$ cat src/rtl/core/pps_slot_ram.sv
// Slot memory of the particle pool: one write and one registered read port.
// Generic; no package dependency.
module pps_slot_ram #(
  parameter int unsigned Width = 8,
  parameter int unsigned Depth = 64
) (
  input  logic                     clk_i,
  input  logic                     we_i,
  input  logic [$clog2(Depth)-1:0] waddr_i,
  input  logic [Width-1:0]         wdata_i,
  input  logic [$clog2(Depth)-1:0] raddr_i,
  output logic [Width-1:0]         rdata_o
);
  logic [Width-1:0] mem [Depth];

  always_ff @(posedge clk_i) begin
    if (we_i) begin
      mem[waddr_i] <= wdata_i;
    end
    rdata_o <= mem[raddr_i];
  end
endmodule

$ cat config.mk
export PLATFORM = sky130hd
export DESIGN_NAME = pps_slot_ram
export DESIGN_NICKNAME = d
export VERILOG_FILES = /design/src/rtl/core/pps_slot_ram.sv
export SDC_FILE = /design/constraint.sdc
export NUM_CORES = 1
export LEC_CHECK = 0
export BUFFER_PORTS_ARGS = -buffer_cell sky130_fd_sc_hd__buf_2
export CAP_MARGIN = 0
export CORE_ASPECT_RATIO = 0.6
export CORE_UTILIZATION = 62
export CTS_CLUSTER_DIAMETER = 80
export DETAILED_ROUTE_END_ITERATION = 12
export GPL_ROUTABILITY_DRIVEN = 0
export PLACE_DENSITY_LB_ADDON = 0.08
export SETUP_SLACK_MARGIN = 0.02
export SLEW_MARGIN = 20
export SYNTH_ARGS = -nofsm -noshare
export SYNTH_HDL_FRONTEND = slang
export SYNTH_SLANG_ARGS = --single-unit
$ cat constraint.sdc
create_clock -name clk_i -period 2.23 [get_ports clk_i]
set_clock_uncertainty 0.1 [all_clocks]
set_input_delay 0.3345 -clock clk_i [delete_from_list [all_inputs] [get_ports clk_i]]
set_output_delay 0.3345 -clock clk_i [all_outputs]
set_load 0.02 [all_outputs]
== After elaboration in Yosys (flattened, before gate mapping) ==
Memory sizes are Yosys's and may differ from the RTL's. A register that Yosys moved wholly into a read port is not among the register bits.
Cells that the tools add are included.
Word-level totals
  logic and storage cells: 3
  register bits after elaboration: 0
  bits in writable memories: 512
  memories kept: 1
  output and inout bits: 8
  input bits: 22
Memories
  mem: words 64, width 8, read ports 1, clocked after memory_dff 1, write ports 1, RTL line 14  | logic [Width-1:0] mem [Depth];
Operators by class
  multiplexer cells: 2
Operators with widths (count)
  $mux 1: 2

== Depth between registers and ports, before layout ==
  depth after elaboration: 2
  gate-level depth with buffers: 9
  gate-level depth less buffers: 5

== Worst setup path before layout ==
Ideal clock, no wire load.
  path kind: input to register
  start: input port raddr_i[1]
  end: register rdata_o[3] (read register of mem)
  setup time: 128 ps
  path slack: 128 ps
  path buffers: 3
  required time: 2002 ps
  data arrival time: 1874 ps
  stages: 7
  cells stage by stage: buf_4 buf_2 buf_2 mux4_2 mux4_2 o21ai_1 o41ai_1
RTL lines
  start: declaration: RTL line 11  | input logic [$clog2(Depth)-1:0] raddr_i,
  end: declaration: RTL line 12  | output logic [Width-1:0] rdata_o

==> results.json <==
{
  "grt_remaining_overflow": 0,
  "cp_max_fo": 1,
  "min_from": "raddr_i[5]",
  "cts_made_buffers": 44,
  "worstHoldEndpoint": "rdata_o[0]",
  "stdcell_count": 1551,
  "max_slew.worst_pin.slew_ns": 0.731,
  "yosysSeqAreaShare_pct": 77.0,
  "area.growth.synth_to_final_pct": 15.2,
  "rows": 50,
  "syn_area_mm2": 0.0202,
  "pwr-share-comb_pct": 5.8,
  "worstSetupPathType": "flip-flop to flip-flop",
  "synth_mux_area_share_pct": 15.9,
  "design.die.area_mm2": 0.0333,
  "synth_cell_types": 40,
  "drc_errors": 0,
  "synth_top_family_by_area": "multiplexers",
  "wire_per_inst_um": 29.4,
  "fill_cells": 1768,
  "synth-simple-area-share_pct": 3.39,
  "powerDensity_mw_per_mm2": 853,
  "grt_pass1_vias": 10400,
  "maxSlewHeadroom_pct": 51.2,
  "vias": 10100,
  "clock_sinks": 520,
  "start_util_pct": 63.8,
  "critPathSlowestCell": "mux4_2",
  "synth-xor-area-share_pct": 0,
  "holdCritPathClass": "input pin to flip-flop",
  "finalCritPeriodShare_pct": 95.7,
  "multi_input_area_mm2": 0.00434,
  "critPathRequiredTime_ns": 2.55,
  "htree_levels": 2,
  "path_cells": "mux4_2, mux2_2, o221a_2, nor3_2, o32ai_1",
  "die_x_um": 235,
  "slew_violations": 0,
  "p_clk_share_pct": 39.5,
  "drt_pre_antenna_iters": 7,
  "p_seq_share_pct": 54.7,
  "crit_path_max_incr_delay_ns": 0.48,
  "r2r_cells": 5,
  "syn_nets": 962,
  "die_h_um": 142,
  "grt_pass1_wl_um": 67800,
  "drtAntennaViolNets": 0,
  "rrSetupSlack_ns": 0.1,
  "p_leak_nw": 7.56,
  "io-pin-count": 30,
  "power_switching_w": 0.00409,
  "clock_path_buffers": 3,
  "end_kind": "flip-flop",
  "r2r-start": "mem[29][6]",
  "cp-start-kind": "flip-flop",
  "intPower_w": 0.0157,
  "cts_tree": "yes",
  "wl_um": 45600,
  "drtIter0Drc": 1178,
  "hold_viol_final": 0,
  "status": "finished, final reports clean",
  "holdBufCountCts": 0,
  "fin_util_pct": 73.5,
  "synth-compound-area-share_pct": 2.07,
  "hold_depth": 3,
  "port-buffer-count": 29,
  "core-area_mm2": 0.0316,
  "clk_pin_slew_ns": 0.07,
  "max_freq_mhz": 469,
  "cp.arrival_ns": 2.45,
  "syn_area_per_cell_um2": 21.5,
  "cap_viol_max_count": 0,
  "ys_seq_elements": 520,
  "synth_adder_area_share_pct": 0,
  "seq_area_mm2": 0.0155,
  "place_hpwl_um": 29200,
  "grt_usage_pct": 28.7,
  "nets": 1121,
  "post-route-min-period_ns": 2.13,
  "irDropWorstVdd_mv": 0.702,
  "timing.rr.end": "rdata_o[6]",
  "drive_above_1_share_pct": 33.5,
  "root_buffer": "clkbuf_16",
  "syn_inst": 940,
  "grt_start_max_net_pins": 65,
  "place_inst": 1469,
  "critPathLaunch": "mem[29][6]",
  "clk_latency_ns": 0.56,
  "vias_per_cell": 6.52,
  "rsz0062_at_grt": "false",
  "yosysWarnings": 0,
  "setup_viol": 0,
  "antenna_found_initial": 2,
  "sw_frac_of_total_pct": 20.6
}
placed cells by master (no fill, tap or decap), types with 12 or more instances in the layout:
cell / synthesis / final
clkbuf_16: 0 / 45
nor2b_1: 14 / 14
edfxtp_1: 512 / 512
buf_12: 2 / 15
clkinv_2: 0 / 12
nand3_1: 13 / 13
mux2_2: 13 / 13
mux2i_1: 23 / 23
nor2_1: 83 / 83
nand2_1: 19 / 19
mux4_2: 126 / 126
buf_4: 13 / 124
buf_2: 11 / 24
cell type report:
| class | instances | area share (%) |
|---|---|---|
| tap | 416 | 2.24 |
| clock buffer | 51 | 4.99 |
| sequential | 520 | 66.9 |
| clock inverter | 29 | 1.33 |
| antenna | 2 | 0.0215 |
| timing repair buffer | 164 | 5.88 |
| multi-input combinational | 369 | 18.7 |
cells in the mapped netlist:
| master | instances | area (um^2) |
|---|---|---|
| a2111oi_0 | 2 | 17.5 |
| a211oi_1 | 4 | 30.0 |
| a21oi_1 | 3 | 15.0 |
| a221oi_1 | 6 | 52.6 |
| a22oi_1 | 3 | 22.5 |
| a31oi_1 | 1 | 6.26 |
| and2_1 | 1 | 6.26 |
| buf_1 | 4 | 15.0 |
| buf_12 | 2 | 40.0 |
| buf_2 | 11 | 55.1 |
| buf_4 | 13 | 97.6 |
| buf_6 | 4 | 45.0 |
| clkbuf_1 | 17 | 63.8 |
| dfxtp_1 | 8 | 160 |
| edfxtp_1 | 512 | 15400 |
| mux2_2 | 13 | 146 |
| mux2i_1 | 23 | 230 |
| mux4_2 | 126 | 2840 |
| nand2_1 | 19 | 71.3 |
| nand2b_1 | 7 | 43.8 |
| nand3_1 | 13 | 65.1 |
| nand3b_1 | 3 | 22.5 |
| nand4_1 | 2 | 12.5 |
| nand4b_1 | 1 | 8.76 |
| nor2_1 | 83 | 312 |
| nor2b_1 | 14 | 87.6 |
| nor3_1 | 7 | 35.0 |
| nor4_1 | 2 | 12.5 |
| o2111ai_1 | 3 | 26.3 |
| o21a_1 | 2 | 15.0 |
| o21ai_0 | 2 | 10.0 |
| o21ai_1 | 2 | 10.0 |
| o221a_2 | 2 | 22.5 |
| o221ai_1 | 8 | 70.1 |
| o22ai_1 | 8 | 50.1 |
| o2bb2ai_1 | 3 | 26.3 |
| o311ai_1 | 1 | 8.76 |
| o32ai_1 | 2 | 17.5 |
| o41ai_1 | 2 | 17.5 |
| or3_1 | 1 | 6.26 |
power by group through the flow:
stage / clock network [W] / registers, W / logic, W
2_1_floorplan: 0 / 0.0111 / 0.000577
3_3_place_gp: 0 / 0.0110 / 0.00110
3_5_place_dp: 0 / 0.0111 / 0.00112
4_1_cts: 0.00792 / 0.0108 / 0.00113
5_1_grt: 0.00829 / 0.0108 / 0.00121
6_report: 0.00783 / 0.0108 / 0.00114
worst max path at each step:
stage	cells past startpoint	slack, ns	end
final	5	0.1	rdata_o[6]
after global routing	5	0.09	rdata_o[4]
after CTS	5	0.03	rdata_o[2]
after detailed placement	6	-0.32	rdata_o[1]
after global placement	8	-0.29	rdata_o[2]
after floorplan	7	0.13	rdata_o[3]
sequential cells by signal, indices dropped and copies added, names as in the netlist:
name	flops
mem	512
rdata_o	8
routing by layer:
layer	global-route usage, %	share of wire, %	up-vias
li1	-	-	4247
met1	42.3	41	5257
met2	41.9	45	543
met3	9.84	12	64
met4	7.62	1.9	0
met5	0	0	-
timing repair:
action                                  CTS  global route
buffers inserted                          0             0
hold endpoints to repair                  0             0
endpoints found under the setup margin    2             2
resized for setup                         2             2
cells by family after synthesis:
| logic type | count (synthesis) |
|---|---|
| buffers and inverters | 51 |
| AOI/OAI and AO/OA | 54 |
| and+or+nand+nor | 153 |
| DFF | 520 |
| muxes | 162 |
worst max-delay path, delay by kind of cell, from the launching register on:
kind | cells | cell delay [ns]
DFF | 1 | 0.37
muxes | 2 | 0.77
AOI/OAI and AO/OA | 2 | 0.45
and+or+nand+nor | 1 | 0.31
per-stage QoR:
step	instance area [um^2]	hold WS (ns)	power (W)	TNS, ns	setup WS [ns]
floorplan	20200	0.333	0.0116	0	0.128
global placement	21700	0.671	0.0121	-1.63	-0.290
detailed placement	21700	0.669	0.0122	-1.73	-0.319
CTS	23200	0.0974	0.0199	0	0.0283
global route	23200	0.114	0.0203	0	0.0872
finish	23200	0.125	0.0198	0	0.0966
Power figures use the tool's default switching activity.
