--- src/rtl/core/pps_pkg.sv ---
// Package for the particle pool physics step unit.
// Holds sizes, command codes, the particle record and the word layouts.
// No dependencies.
package pps_pkg;

  localparam int unsigned NumSlots  = 64;
  localparam int unsigned SlotW     = 6;
  localparam int unsigned CountW    = 7;

  localparam logic [2:0] CmdClear   = 3'd0;
  localparam logic [2:0] CmdCreate  = 3'd1;
  localparam logic [2:0] CmdAdvance = 3'd2;
  localparam logic [2:0] CmdCull    = 3'd3;
  localparam logic [2:0] CmdRead    = 3'd4;

  localparam logic [1:0] RegGravity = 2'd0;
  localparam logic [1:0] RegWidth   = 2'd1;
  localparam logic [1:0] RegHeight  = 2'd2;

  localparam int unsigned InW  = 3 + 20 + 20 + 16 + 16 + 16 + 24 + 12 + 2 + 10 + 10 + 6;
  localparam int unsigned InBytesW  = ((InW + 7) / 8) * 8;
  localparam int unsigned OutW = 6 + 1 + 20 + 20 + 16 + 16 + 17 + 24 + 2 + 10 + 10 + 7;
  localparam int unsigned OutBytesW = ((OutW + 7) / 8) * 8;

  // Dynamic fields, cleared by the clear command.
  typedef struct packed {
    logic signed [19:0] x;
    logic signed [19:0] y;
    logic signed [15:0] vx;
    logic signed [15:0] vy;
    logic signed [16:0] life;
    logic [23:0]        color;
    logic [1:0]         kind;
  } dyn_t;

  // Static fields, kept across clear.
  typedef struct packed {
    logic [11:0] mass;
    logic [9:0]  wid;
    logic [9:0]  hgt;
  } stat_t;

  typedef struct packed {
    logic [5:0]         slot;
    logic               ok;
    logic signed [19:0] pos_x;
    logic signed [19:0] pos_y;
    logic signed [15:0] vel_x;
    logic signed [15:0] vel_y;
    logic signed [16:0] life_left;
    logic [23:0]        color;
    logic [1:0]         kind;
    logic [9:0]         width;
    logic [9:0]         height;
    logic [6:0]         live_count;
  } result_t;

endpackage

--- src/rtl/core/pps_update.sv ---
// Per-slot physics: advance (Euler step) and cull/bounce arithmetic.
// Depends on pps_pkg.
module pps_update (
  input  pps_pkg::dyn_t        dyn_i,
  input  pps_pkg::stat_t       stat_i,
  input  logic signed [20:0]   dv_i,
  input  logic [11:0]          scr_w_i,
  input  logic [11:0]          scr_h_i,
  output pps_pkg::dyn_t        adv_o,
  output pps_pkg::dyn_t        cull_o,
  output logic                 kill_o
);
  import pps_pkg::*;

  logic signed [17:0] life_s;
  logic signed [20:0] x_s, y_s;
  logic signed [21:0] vy_s;
  logic signed [16:0] mag;
  logic signed [15:0] mag_c;
  logic signed [21:0] right;

  always_comb begin
    adv_o  = dyn_i;
    life_s = {dyn_i.life[16], dyn_i.life} - 18'sd1;
    adv_o.life = (life_s < -18'sd65536) ? -17'sd65536 : life_s[16:0];
    x_s = {dyn_i.x[19], dyn_i.x} + 21'(dyn_i.vx);
    y_s = {dyn_i.y[19], dyn_i.y} + 21'(dyn_i.vy);
    adv_o.x = (x_s > 21'sd524287) ? 20'sd524287 :
              (x_s < -21'sd524288) ? -20'sd524288 : x_s[19:0];
    adv_o.y = (y_s > 21'sd524287) ? 20'sd524287 :
              (y_s < -21'sd524288) ? -20'sd524288 : y_s[19:0];
    // Add the full gravity delta, then clamp once.
    vy_s = 22'(dyn_i.vy) + 22'(dv_i);
    adv_o.vy = (vy_s > 22'sd32767) ? 16'sd32767 :
               (vy_s < -22'sd32768) ? -16'sd32768 : vy_s[15:0];

    cull_o = dyn_i;
    mag    = dyn_i.vx[15] ? -{1'b1, dyn_i.vx} : {1'b0, dyn_i.vx};
    mag_c  = (mag > 17'sd32767) ? 16'sd32767 : mag[15:0];
    right  = 22'(dyn_i.x) + $signed({2'b0, stat_i.wid, 8'b0});
    if (dyn_i.kind != 2'd0) begin
      if (right > $signed({2'b0, scr_w_i, 8'b0})) cull_o.vx = -mag_c;
      if (dyn_i.x[19]) cull_o.vx = mag_c;
    end
    kill_o = ($signed({{2{dyn_i.y[19]}}, dyn_i.y}) > $signed({2'b0, scr_h_i, 8'b0}))
             || dyn_i.life[16];
  end
endmodule

--- config.mk ---
export PLATFORM = sky130hd
export DESIGN_NAME = pps_update
export DESIGN_NICKNAME = d
export VERILOG_FILES = /design/src/rtl/core/pps_pkg.sv /design/src/rtl/core/pps_update.sv
export SDC_FILE = /design/constraint.sdc
export NUM_CORES = 1
export LEC_CHECK = 0
export BUFFER_PORTS_ARGS = -buffer_cell sky130_fd_sc_hd__buf_2
export CAP_MARGIN = 20
export CORE_AREA = 2 2 164 166
export DETAILED_ROUTE_END_ITERATION = 8
export DIE_AREA = 0 0 166 168
export PLACE_DENSITY_LB_ADDON = 0.05
export SLEW_MARGIN = 10
export SYNTH_ARGS = -nofsm -noshare
export SYNTH_HDL_FRONTEND = slang
export SYNTH_SLANG_ARGS = --single-unit
--- constraint.sdc ---
create_clock -name vclk -period 11.05
set_clock_uncertainty 0.05 [all_clocks]
set_input_delay 0.5525 -clock vclk [all_inputs]
set_output_delay 0.5525 -clock vclk [all_outputs]
set_load 0.05 [all_outputs]
==> Word-level counts from Yosys, hierarchy flattened <==
Cells that the tools add are included.
{ "totals": {"register_bits": 0, "latchBits": 0, "ramBits": 0, "romBits": 0, "inputBits": 192, "out_inout_bits": 231, "word_cells": 31, "mem_count": 0} }
{ "op_classes": {"addsub": 7, "mul": 0, "div_mod_pow": 0, "magnitude_cmp": 10, "eq_ne": 0, "shift": 0, "mux": 12, "bitwise": 0, "n_reduce_logical": 2} }
{ "op_table": {"columns": ["cell", "count"], "rows": [
  ["$mux 16", 6],
  ["$mux 20", 4],
  ["$add 20x16->21", 2],
  ["$gt 21x20->1 const B", 2],
  ["$lt 21x20->1 const B", 2],
  ["$mux 17", 2],
  ["$add 16x21->22", 1],
  ["$gt 22x16->1 const B", 1],
  ["$lt 22x16->1 const B", 1],
  ["$add 20x19->21", 1],
  ["$gt 20x21->1", 1],
  ["$gt 21x21->1", 1],
  ["$lt 18x17->1 const B", 1],
  ["$sub 17x2->18 const B", 1],
  ["$gt 17x16->1 const B", 1],
  ["$neg 17->17", 1],
  ["$neg 16->16", 1],
  ["$reduce_bool 2->1", 1],
  ["$logic_or 1x1->1", 1]
]} }

==> Longest topological paths before layout <==
Gate-level depths: netlist (run 1).
{ "logic_depth": {"ltp_word": 8, "depth_mapped": 21, "depth_no_buf": 20} }

==> Worst setup path before layout (run 1) <==
Ideal clock, no wire load.
{ "synth_path": {"path_kind": "input to output", "startpoint": "input dyn_i[103] (netlist bit)", "endpoint": "output cull_o[68] (netlist bit)", "arrival_ns": 5.095, "t_required_ns": 10.448, "setup_slack_ns": 5.353, "cell_stages": 21, "n_path_buf": 1, "path_cell_list": "ha_1 -> inv_1 -> fa_1 -> nor2b_1 -> o21ai_0 -> a21boi_0 -> o21ai_0 -> a21boi_0 -> o21ai_0 -> nor2b_1 -> o311ai_0 -> ha_1 -> nand4b_1 -> nor2_1 -> nand4_1 -> o2111ai_1 -> o21ai_1 -> o21a_1 -> clkbuf_1 -> a31oi_1 -> a211oi_1"} }
{ "synth_rtl": {"columns": ["element", "line", "source"], "rows": [
  ["start: declaration", "pps_update.sv:4", "input pps_pkg::dyn_t dyn_i,"],
  ["end: declaration", "pps_update.sv:10", "output pps_pkg::dyn_t cull_o,"]
]} }

==> out/metrics.cfg, run 1 <==
[run_status]
status = complete, no violations

[clock_tree]
postCtsSetupBuffers = 0
ctsResizeCount = 0
ctsHoldBuffers = 0

[sta]
slew_headroom_pct = 32.8
drv_slew = 0
fmax_mhz = 159
grt_setup_unrepaired = false
finalCritPeriodShare_pct = 56.8
min_period_ns = 6.27
setup_tns_ns = 0
finalHoldViolations = 0
tightest_slew_ns = 1.00
setup_viol = 0

[final_layout]
nets = 1484
clkbuf_count = 0
flops_and_latches = 0
regArea_um2 = 0
drive_above_1_share_pct = 31.0
area_growth_pct = 12.8

[worst_setup_path]
path_class = input pin to output pin
critical_path.slowest_cell = o21ai_1
crit_path_start_kind = input pin
worst-path-max-fanout = 9
cpMostUsedCell = o21ai_0
required_ns = 10.45
end_kind = output pin
path_cells = buf_2 > ha_1 > inv_1 > fa_1 > nor2b_1 > o21ai_0 > a21boi_0 > o21ai_0 > a21boi_0 > o21ai_0 > nor2b_1 > o311ai_0 > ha_1 > nand4b_1 > nor2_1 > nand4_1 > o2111ai_1 > o21ai_1 > o21ai_0 > buf_4 > o21ai_0 > buf_2
cp.buffers_inverters = 4
cpPeakStageDelay_ns = 0.78
arrival_ns = 5.67
path_delay_family = compound AO/OA/AOI/OAI gates

[logic_synthesis]
syn_area_per_cell_um2 = 7.00
synth_fa_ha_area_share_pct = 19.5
ys_warn_count = 0
synth_area_leaders = ha_1 17%, buf_4 15%, xnor2_1 5.9%
synth_top_area_share_pct = 17.3
synth_top_family_by_area = compound AO/OA/AOI/OAI gates
synth_top_area_cell = ha_1
synth.most_common_cell = buf_4
synth_simple_gate_area_share_pct = 21.2
syn_nets = 1318
synth_xor_area_share_pct = 9.66
ys_types = 83
synthCells = 1023
synth_commonest_cells = 142 x buf_4, 99 x ha_1, 76 x nor2_1, 72 x a21oi_1, 65 x o21ai_0
netlist_area_mm2 = 0.00716
ys_seq_area_share_pct = 0
muxShareOfSynthArea_pct = 1.14
synth_compound_area_share_pct = 28.6

[floorplanning]
start_util_pct = 27.2
design.core.area_mm2 = 0.0264
std_cell_rows = 60
die_y_um = 168
ioPinCount = 423
die_x_um = 166
die-area_mm2 = 0.0279

[grt]
grt_first_pass_wirelength_um = 40900
grt_pass1_vias = 7374
antenna_found_initial = 3
grt_max_degree = 30
grt_overflow = 0
track_usage_pct = 17.8

[routing]
drt_iter0_drc = 359
wl_um = 26300
via_per_inst = 5.00
firstDrtPassIters = 5
antenna_left = 0
wl_per_cell_um = 17.2
drc_errors = 0
vias = 7645

[min_path]
hold_start = dyn_i[9]
whs_path_depth = 0
hold_path.class = input pin to output pin
hold_end = adv_o[9]

[placed_design]
dpl.hpwl_um = 22600
port_buffers = 329
place.gp.congestion = 0.833

[pwr]
p_leak_nw = 3.89
ir_worst_vdd_mv = 0.0585
power_mw = 0.823
p_per_area_mw_per_mm2 = 102

[job]
max_cap_viol_count = 0

[per-layer routing]
metal	GRT usage, %	up-vias	routed length [µm]
li1	-	3923	-
met1	24.9	3439	12500
met2	30.4	225	12100
met3	1.13	54	1140
met4	2.95	4	487
met5	0	-	21
[layout make-up]
class              instances  area, µm²
diodes                     1       2.50
multi-input cells        793       5750
repair buffers           331       1660
fillers                 3006      18300
well taps                341        427
inverters                 63        236
[per-stage QoR]
| step | std cells | utilization, % | area (µm²) | hold slack, ns | setup slack (ns) |
|---|---|---|---|---|---|
| after floorplan | 1023 | - | 7160 | 1.22 | 5.35 |
| after global placement | 1528 | 30.6 | 8070 | 1.06 | 4.84 |
| after detailed placement | 1528 | 30.6 | 8070 | 1.06 | 4.83 |
| after CTS | 1528 | 30.6 | 8070 | 1.06 | 4.77 |
| after global routing | 1529 | 30.6 | 8070 | 1.06 | 4.22 |
| final | 1529 | 30.6 | 8070 | 1.06 | 4.78 |
[logic make-up (layout without fill, tap and decap cells)]
group           Yosys count  count (layout)
simple gates            290             290
compound gates          305             305
buf+inv                 230             394
xor+xnor                 79              79
mux                       8               8
fa+ha+maj               111             111
other cells               0               1
[worst max-delay path by stage]
stage | start | endpoint | slack [ns] | cells past startpoint
detailed placement | dyn_i[103] | cull_o[59] | 4.83 | 22
CTS | dyn_i[103] | cull_o[59] | 4.77 | 22
finish | dyn_i[103] | cull_o[59] | 4.78 | 22
floorplan | dyn_i[103] | cull_o[68] | 5.35 | 21
global placement | dyn_i[103] | cull_o[68] | 4.84 | 22
global route | dyn_i[103] | cull_o[59] | 4.22 | 22
[layout by cell type, fill, tap and decap left out, types with 5 or more instances in the layout]
| cell type | netlist | final |
|---|---|---|
| or3_1 | 7 | 7 |
| maj3_1 | 8 | 8 |
| a21o_1 | 21 | 21 |
| xnor2_1 | 48 | 48 |
| inv_1 | 62 | 62 |
| o21ai_1 | 13 | 13 |
| o21a_1 | 10 | 10 |
| nor4_1 | 16 | 16 |
| nor3_1 | 28 | 28 |
| nand3b_1 | 5 | 5 |
| o21ai_0 | 65 | 65 |
| nor2b_1 | 12 | 12 |
| o31ai_1 | 8 | 8 |
| or4_1 | 5 | 5 |
| o31a_1 | 6 | 6 |
| xor2_1 | 31 | 31 |
| o21ai_2 | 9 | 9 |
| and2_1 | 6 | 6 |
| o32ai_1 | 5 | 5 |
| or2_2 | 6 | 6 |
| nor2_1 | 76 | 76 |
| nand4b_1 | 5 | 5 |
| buf_2 | 6 | 329 |
| mux2i_1 | 7 | 7 |
| and3_1 | 7 | 7 |
| a211oi_1 | 12 | 12 |
| nand3_1 | 17 | 17 |
| ha_1 | 99 | 99 |
| o21bai_1 | 9 | 9 |
| a21oi_1 | 72 | 72 |
| a31oi_1 | 17 | 16 |
| nand2_1 | 60 | 60 |
| nand2b_1 | 15 | 15 |
| nand4_1 | 9 | 9 |
[power by group]
part,internal (mW),leakage (nW),total [mW],switching (mW)
sequential,0,0,0,0
combinational,0.225,3.89,0.823,0.598
clock,0.0000000121,0.00000634,0.0000000121,0
total,0.225,3.89,0.823,0.598
Power figures use the tool's default switching activity.
==> run 2, diff against run 1 <==
--- a/config.mk
+++ b/config.mk
@@ -5,6 +5,7 @@
 export SDC_FILE = /design/constraint.sdc
 export NUM_CORES = 1
 export LEC_CHECK = 0
+export ABC_AREA = 1
 export BUFFER_PORTS_ARGS = -buffer_cell sky130_fd_sc_hd__buf_2
 export CAP_MARGIN = 20
 export CORE_AREA = 2 2 164 166
==> constraint.sdc (replaced) <==
create_clock -name vclk -period 5.05
set_clock_uncertainty 0.05 [all_clocks]
set_input_delay 0.2525 -clock vclk [all_inputs]
set_output_delay 0.2525 -clock vclk [all_outputs]
set_load 0.05 [all_outputs]
==> run 2 against run 1 <==
- worst setup slack got worse by 3.9 ns
- cell count increased by 23%
- die area is the same
- power grew 130%
- sequential share of layout area unchanged
- global-route usage rose by 2.4 points
- synthesized cell count increased by 34%
- hold slack got worse by 0.60 ns
- wire length rose by 14%
- non-clock buffer count unchanged
- largest cell class unchanged
- highest routed layer is now met4
==> out/metrics.cfg, run 2 <==
[sta]
finalHoldViolations = 0
fmax_mhz = 242
setup_viol = 0
finalCritPeriodShare_pct = 81.8
tightest_slew_ns = 0.617
drv_slew = 0
min_period_ns = 4.13
setup_tns_ns = 0
slew_headroom_pct = 58.9
grt_setup_unrepaired = false
worst_slack_ns = 0.920

[logic_synthesis]
syn_nets = 1663
synth_area_leaders = nand2_1 16%, ha_1 15%, buf_4 14%
synth_top_area_share_pct = 16.0
netlist_area_mm2 = 0.00800
synth_commonest_cells = 341 x nand2_1, 157 x inv_1, 144 x buf_4, 110 x nor2_1, 99 x ha_1
synthCells = 1368
ys_types = 50
ys_seq_area_share_pct = 0
syn_area_per_cell_um2 = 5.85
synth_top_area_cell = nand2_1
ys_warn_count = 0
synth.most_common_cell = nand2_1

[min_path]
hold_path.class = input pin to output pin
hold_start = dyn_i[19]

[routing]
vias = 8948
drt_iter0_drc = 387
wl_per_cell_um = 15.9
antenna_left = 0
via_per_inst = 4.75
firstDrtPassIters = 4
drc_errors = 0
wl_um = 29800

[final_layout]
clkbuf_count = 0
regArea_um2 = 0
multi_input_area_mm2 = 0.00616
finalNonFillerCells = 1882
fillers = 3072
final_cell_mix = 341 x nand2_1, 329 x buf_2, 157 x inv_1
layout_commonest_cell = nand2_1
area_growth_pct = 11.2
nets = 1838
diodes = 0
drive_above_1_share_pct = 26.7
flops_and_latches = 0

[pwr]
netSwitchingFraction_pct = 74.0
p_per_area_mw_per_mm2 = 211
power_mw = 1.87
ir_worst_vdd_mv = 0.220
combinationalPowerShare_pct = 100.0
p_leak_nw = 5.01
p_sw_mw = 1.39
internal-power_mw = 0.488
clock_power_share_pct = 0
p_seq_share_pct = 0

[floorplanning]
die-area_mm2 = 0.0279
die_y_um = 168
die_x_um = 166
std_cell_rows = 60
start_util_pct = 30.3
ioPinCount = 423
design.core.area_mm2 = 0.0264

[placed_design]
dp_slack_ns = 0.915
dpl.hpwl_um = 26200
port_buffers = 329
place.gp.congestion = 0.836
dpl.cell_count = 1881

[clock_tree]
ctsResizeCount = 0
ctsHoldBuffers = 0
postCtsSetupBuffers = 0

[worst_setup_path]
end_kind = output pin
cpMostUsedCell = nand2_1
path_class = input pin to output pin
required_ns = 4.75
cpPeakStageDelay_ns = 0.36
path_cells = buf_2 > ha_1 > a21oi_1 > nand2_1 > a21oi_1 > nor2_1 > o21ai_0 > nand2_1 > or2_2 > nand2_1 > inv_1 > ha_1 > nand2_1 > nor4_1 > nand3_1 > o21ai_0 > inv_1 > nand2_1 > buf_4 > nand2_1 > nand3_1 > nand3_1 > nand2_1 > buf_2
critical_path.slowest_cell = ha_1
arrival_ns = 3.83
worstSetupStartpoint = dyn_i[105]
worst-path-max-fanout = 13
crit_path_start_kind = input pin

[grt]
grt_pass1_vias = 8441
grt_first_pass_wirelength_um = 46000
grt_max_degree = 32
track_usage_pct = 20.2
grt_overflow = 0
antenna_found_initial = 0

[job]
max_cap_viol_count = 0

[run_status]
status = complete, no violations

run 2: final timing paths:
kind,endpoint,slack (ns),cells past startpoint
setup / recovery,cull_o[65],0.92,24
hold / removal,adv_o[19],0.46,0
run 2: power by group through the flow:
| stage | Sequential [mW] | Combinational (mW) | Clock [mW] |
|---|---|---|---|
| 2_1_floorplan | 0 | 1.57 | 0 |
| 3_3_place_gp | 0 | 1.88 | 0 |
| 3_5_place_dp | 0 | 1.88 | 0 |
| 4_1_cts | 0 | 1.89 | 0 |
| 5_1_grt | 0 | 2.03 | 0 |
| 6_report | 0 | 1.87 | 0 |
run 2: cells by family after synthesis:
logic type | after synthesis | synth area share (%)
xor gates and xnor gates | 73 | 8.09
and+or+nand+nor | 645 | 35.8
adders and majority gates | 103 | 16.5
buffers and inverters | 328 | 22.9
AOI/OAI and AO/OA | 219 | 16.6
run 2: final cells by class:
| class | count | share of cell area (%) |
|---|---|---|
| inverter | 170 | 7.18 |
| multi-input combinational | 1040 | 69.3 |
| timing repair buffer | 331 | 18.7 |
| tap | 341 | 4.80 |
run 2: per-layer routing:
| layer | global-route usage (%) | wire length [µm] | vias up |
|---|---|---|---|
| li1 | - | - | 4712 |
| met3 | 1.32 | 1300 | 35 |
| met5 | 0 | 0 | - |
| met2 | 35.3 | 13700 | 238 |
| met4 | 1.97 | 330 | 0 |
| met1 | 28.3 | 14500 | 3963 |
run 2: stage by stage:
stage / hold WS [ns] / util [%] / cell area [µm²]
floorplan: 0.622 / - / 8000
global placement: 0.455 / 33.7 / 8880
detailed placement: 0.455 / 33.7 / 8880
CTS: 0.455 / 33.7 / 8880
global route: 0.455 / 33.7 / 8890
finish: 0.455 / 33.7 / 8890
run 2: worst max-delay path, delay by kind of cell:
kind	cells	cell delay [ns]
AND/OR/NAND/NOR	13	1.51
adder cells (fa/ha/maj)	2	0.62
AO/OA/AOI/OAI	4	0.71
buffers and inverters	5	0.73
==> run 3, diff against run 2 <==
--- a/config.mk
+++ b/config.mk
@@ -5,12 +5,12 @@
 export SDC_FILE = /design/constraint.sdc
 export NUM_CORES = 1
 export LEC_CHECK = 0
-export ABC_AREA = 1
+export ABC_AREA = 0
 export BUFFER_PORTS_ARGS = -buffer_cell sky130_fd_sc_hd__buf_2
 export CAP_MARGIN = 20
-export CORE_AREA = 2 2 164 166
+export CORE_AREA = 2 2 165 167
 export DETAILED_ROUTE_END_ITERATION = 8
-export DIE_AREA = 0 0 166 168
+export DIE_AREA = 0 0 167 169
 export PLACE_DENSITY_LB_ADDON = 0.05
 export SLEW_MARGIN = 10
 export SYNTH_ARGS = -nofsm -noshare
==> constraint.sdc (replaced) <==
create_clock -name vclk -period 3.9
set_clock_uncertainty 0.05 [all_clocks]
set_input_delay 0.195 -clock vclk [all_inputs]
set_output_delay 0.195 -clock vclk [all_outputs]
set_load 0.05 [all_outputs]
==> run 3 against run 2 <==
- the flow now finishes with violations (negative setup slack)
- utilization rose by 0.26 points
- non-clock buffer count increased by 63
- via count decreased by 12%
- flip-flop and latch count stayed put
- clock-buffer cell count is the same
- worst setup slack got worse by 0.99 ns
- critical path type unchanged
- largest power group unchanged
==> out/metrics.cfg, run 3 (synthesis results as in run 1) <==
[final_layout]
clkbuf_count = 0
drive_above_1_share_pct = 38.1
area_growth_pct = 25.8
fillers = 2956
postLayoutCellArea_mm2 = 0.00901
nets = 1547
regArea_um2 = 0
final_cell_mix = 310 x buf_2, 96 x ha_1, 75 x nor2_1
layout_commonest_cell = buf_2
final_util_pct = 34.0
flops_and_latches = 0

[pwr]
p_per_area_mw_per_mm2 = 286
power_mw = 2.58
p_leak_nw = 4.31
ir_worst_vdd_mv = 0.195

[floorplanning]
ioPinCount = 423
die_y_um = 169
std_cell_rows = 60
design.core.area_mm2 = 0.0265
die-area_mm2 = 0.0282
die_x_um = 167
start_util_pct = 27.0

[routing]
drt_iter0_drc = 365
wl_per_cell_um = 17.2
vias = 7894
antenna_left = 0
drc_errors = 0
via_per_inst = 4.96
wl_um = 27400
firstDrtPassIters = 5

[worst_setup_path]
worstSetupStartpoint = stat_i[10]
crit_path_start_kind = input pin
worst-path-max-fanout = 5
arrival_ns = 3.73
end_kind = output pin
required_ns = 3.65
path_class = input pin to output pin

[sta]
slew_headroom_pct = 49.4
grt_setup_unrepaired = true
worst_slack_ns = -0.0709
finalHoldViolations = 0
finalCritPeriodShare_pct = 102
fmax_mhz = 252
setup_viol = 9
drv_slew = 0
tightest_slew_ns = 0.753
min_period_ns = 3.97

[grt]
grt_overflow = 0
grt_first_pass_wirelength_um = 41600
track_usage_pct = 18.1
grt_max_degree = 23
antenna_found_initial = 4
grt_pass1_vias = 7552

[job]
max_cap_viol_count = 0

[min_path]
hold_start = dyn_i[3]
whs_path_depth = 0
hold_path.class = input pin to output pin

[placed_design]
dpl.hpwl_um = 23700
place_area_mm2 = 0.00858
port_buffers = 329
place.gp.congestion = 0.816

[run_status]
status = finished, violations left
violations = negative setup slack

[clock_tree]
ctsHoldBuffers = 0

run 3: cell types whose count changed in the layout (fill, tap and decap cells not counted), sizes merged, moves of 11 or more:
cell    change
a21oi      -13
nand2     -295
xor2       -15
nor2       -48
nor2b      +12
xnor2      +21
buf        +63
nand3      -79
nand2b     +14
a21o       +20
nand4      -21
inv       -108
nor4       +11
run 3: area by class of cell:
type / count / area (µm²) / share of cell area, %
Multi-Input combinational cell: 793 / 6040 / 67.0
Timing Repair Buffer: 394 / 2300 / 25.6
Tap cell: 341 / 427 / 4.74
Inverter: 63 / 236 / 2.63
Antenna cell: 2 / 5.00 / 0.0556
run 3: per-layer routing:
metal  share of wire (%)  track usage (%)  up-vias
met5               0.099                0        -
met4                 1.1             2.55        4
met3                 4.3             1.22       35
met2                  48             31.4      215
met1                  47             25.1     3597
li1                    -                -     4043
run 3: repair_timing:
item | CTS | global route
resized for setup | 58 | 36
setup endpoints to repair | 16 | 17
gates cloned | 0 | 1
buffers inserted | 4 | 6
pin swaps | 17 | 34
run 3: worst paths after layout:
path and to:
max cull_o[68], min adv_o[3]
run 3: worst max-delay path: stages:
cell,delay (ns)
buf_6,0.08
ha_4,0.13
inv_2,0.03
fa_2,0.34
nor2b_2,0.13
o21ai_2,0.07
a21boi_2,0.16
o21ai_2,0.09
a21boi_2,0.17
o21ai_2,0.08
buf_4,0.13
nand4b_1,0.10
o311ai_2,0.11
ha_1,0.34
nand4b_1,0.10
nor2_1,0.05
nand4_1,0.13
o2111ai_2,0.17
o21ai_4,0.31
o21a_1,0.21
buf_6,0.14
a31oi_4,0.08
a211oi_4,0.21
buf_6,0.18
run 3: through the flow:
step           hold WS (ns)  setup TNS (ns)  setup WS [ns]  std cells
2_1_floorplan         0.507               0         0.0431       1023
3_3_place_gp          0.341           -4.31         -0.433       1583
3_5_place_dp          0.341           -4.63         -0.461       1583
4_1_cts               0.341           -2.18         -0.216       1585
5_1_grt               0.340           -4.01         -0.298       1592
6_report              0.340          -0.257        -0.0709       1593
run 3: report_power, final:
group,total (mW),leakage [nW],internal (mW),switching [mW]
Combinational,2.58,4.31,0.814,1.76
Clock,0.0000000687,0.0000127,0.0000000686,0
Sequential,0,0,0,0
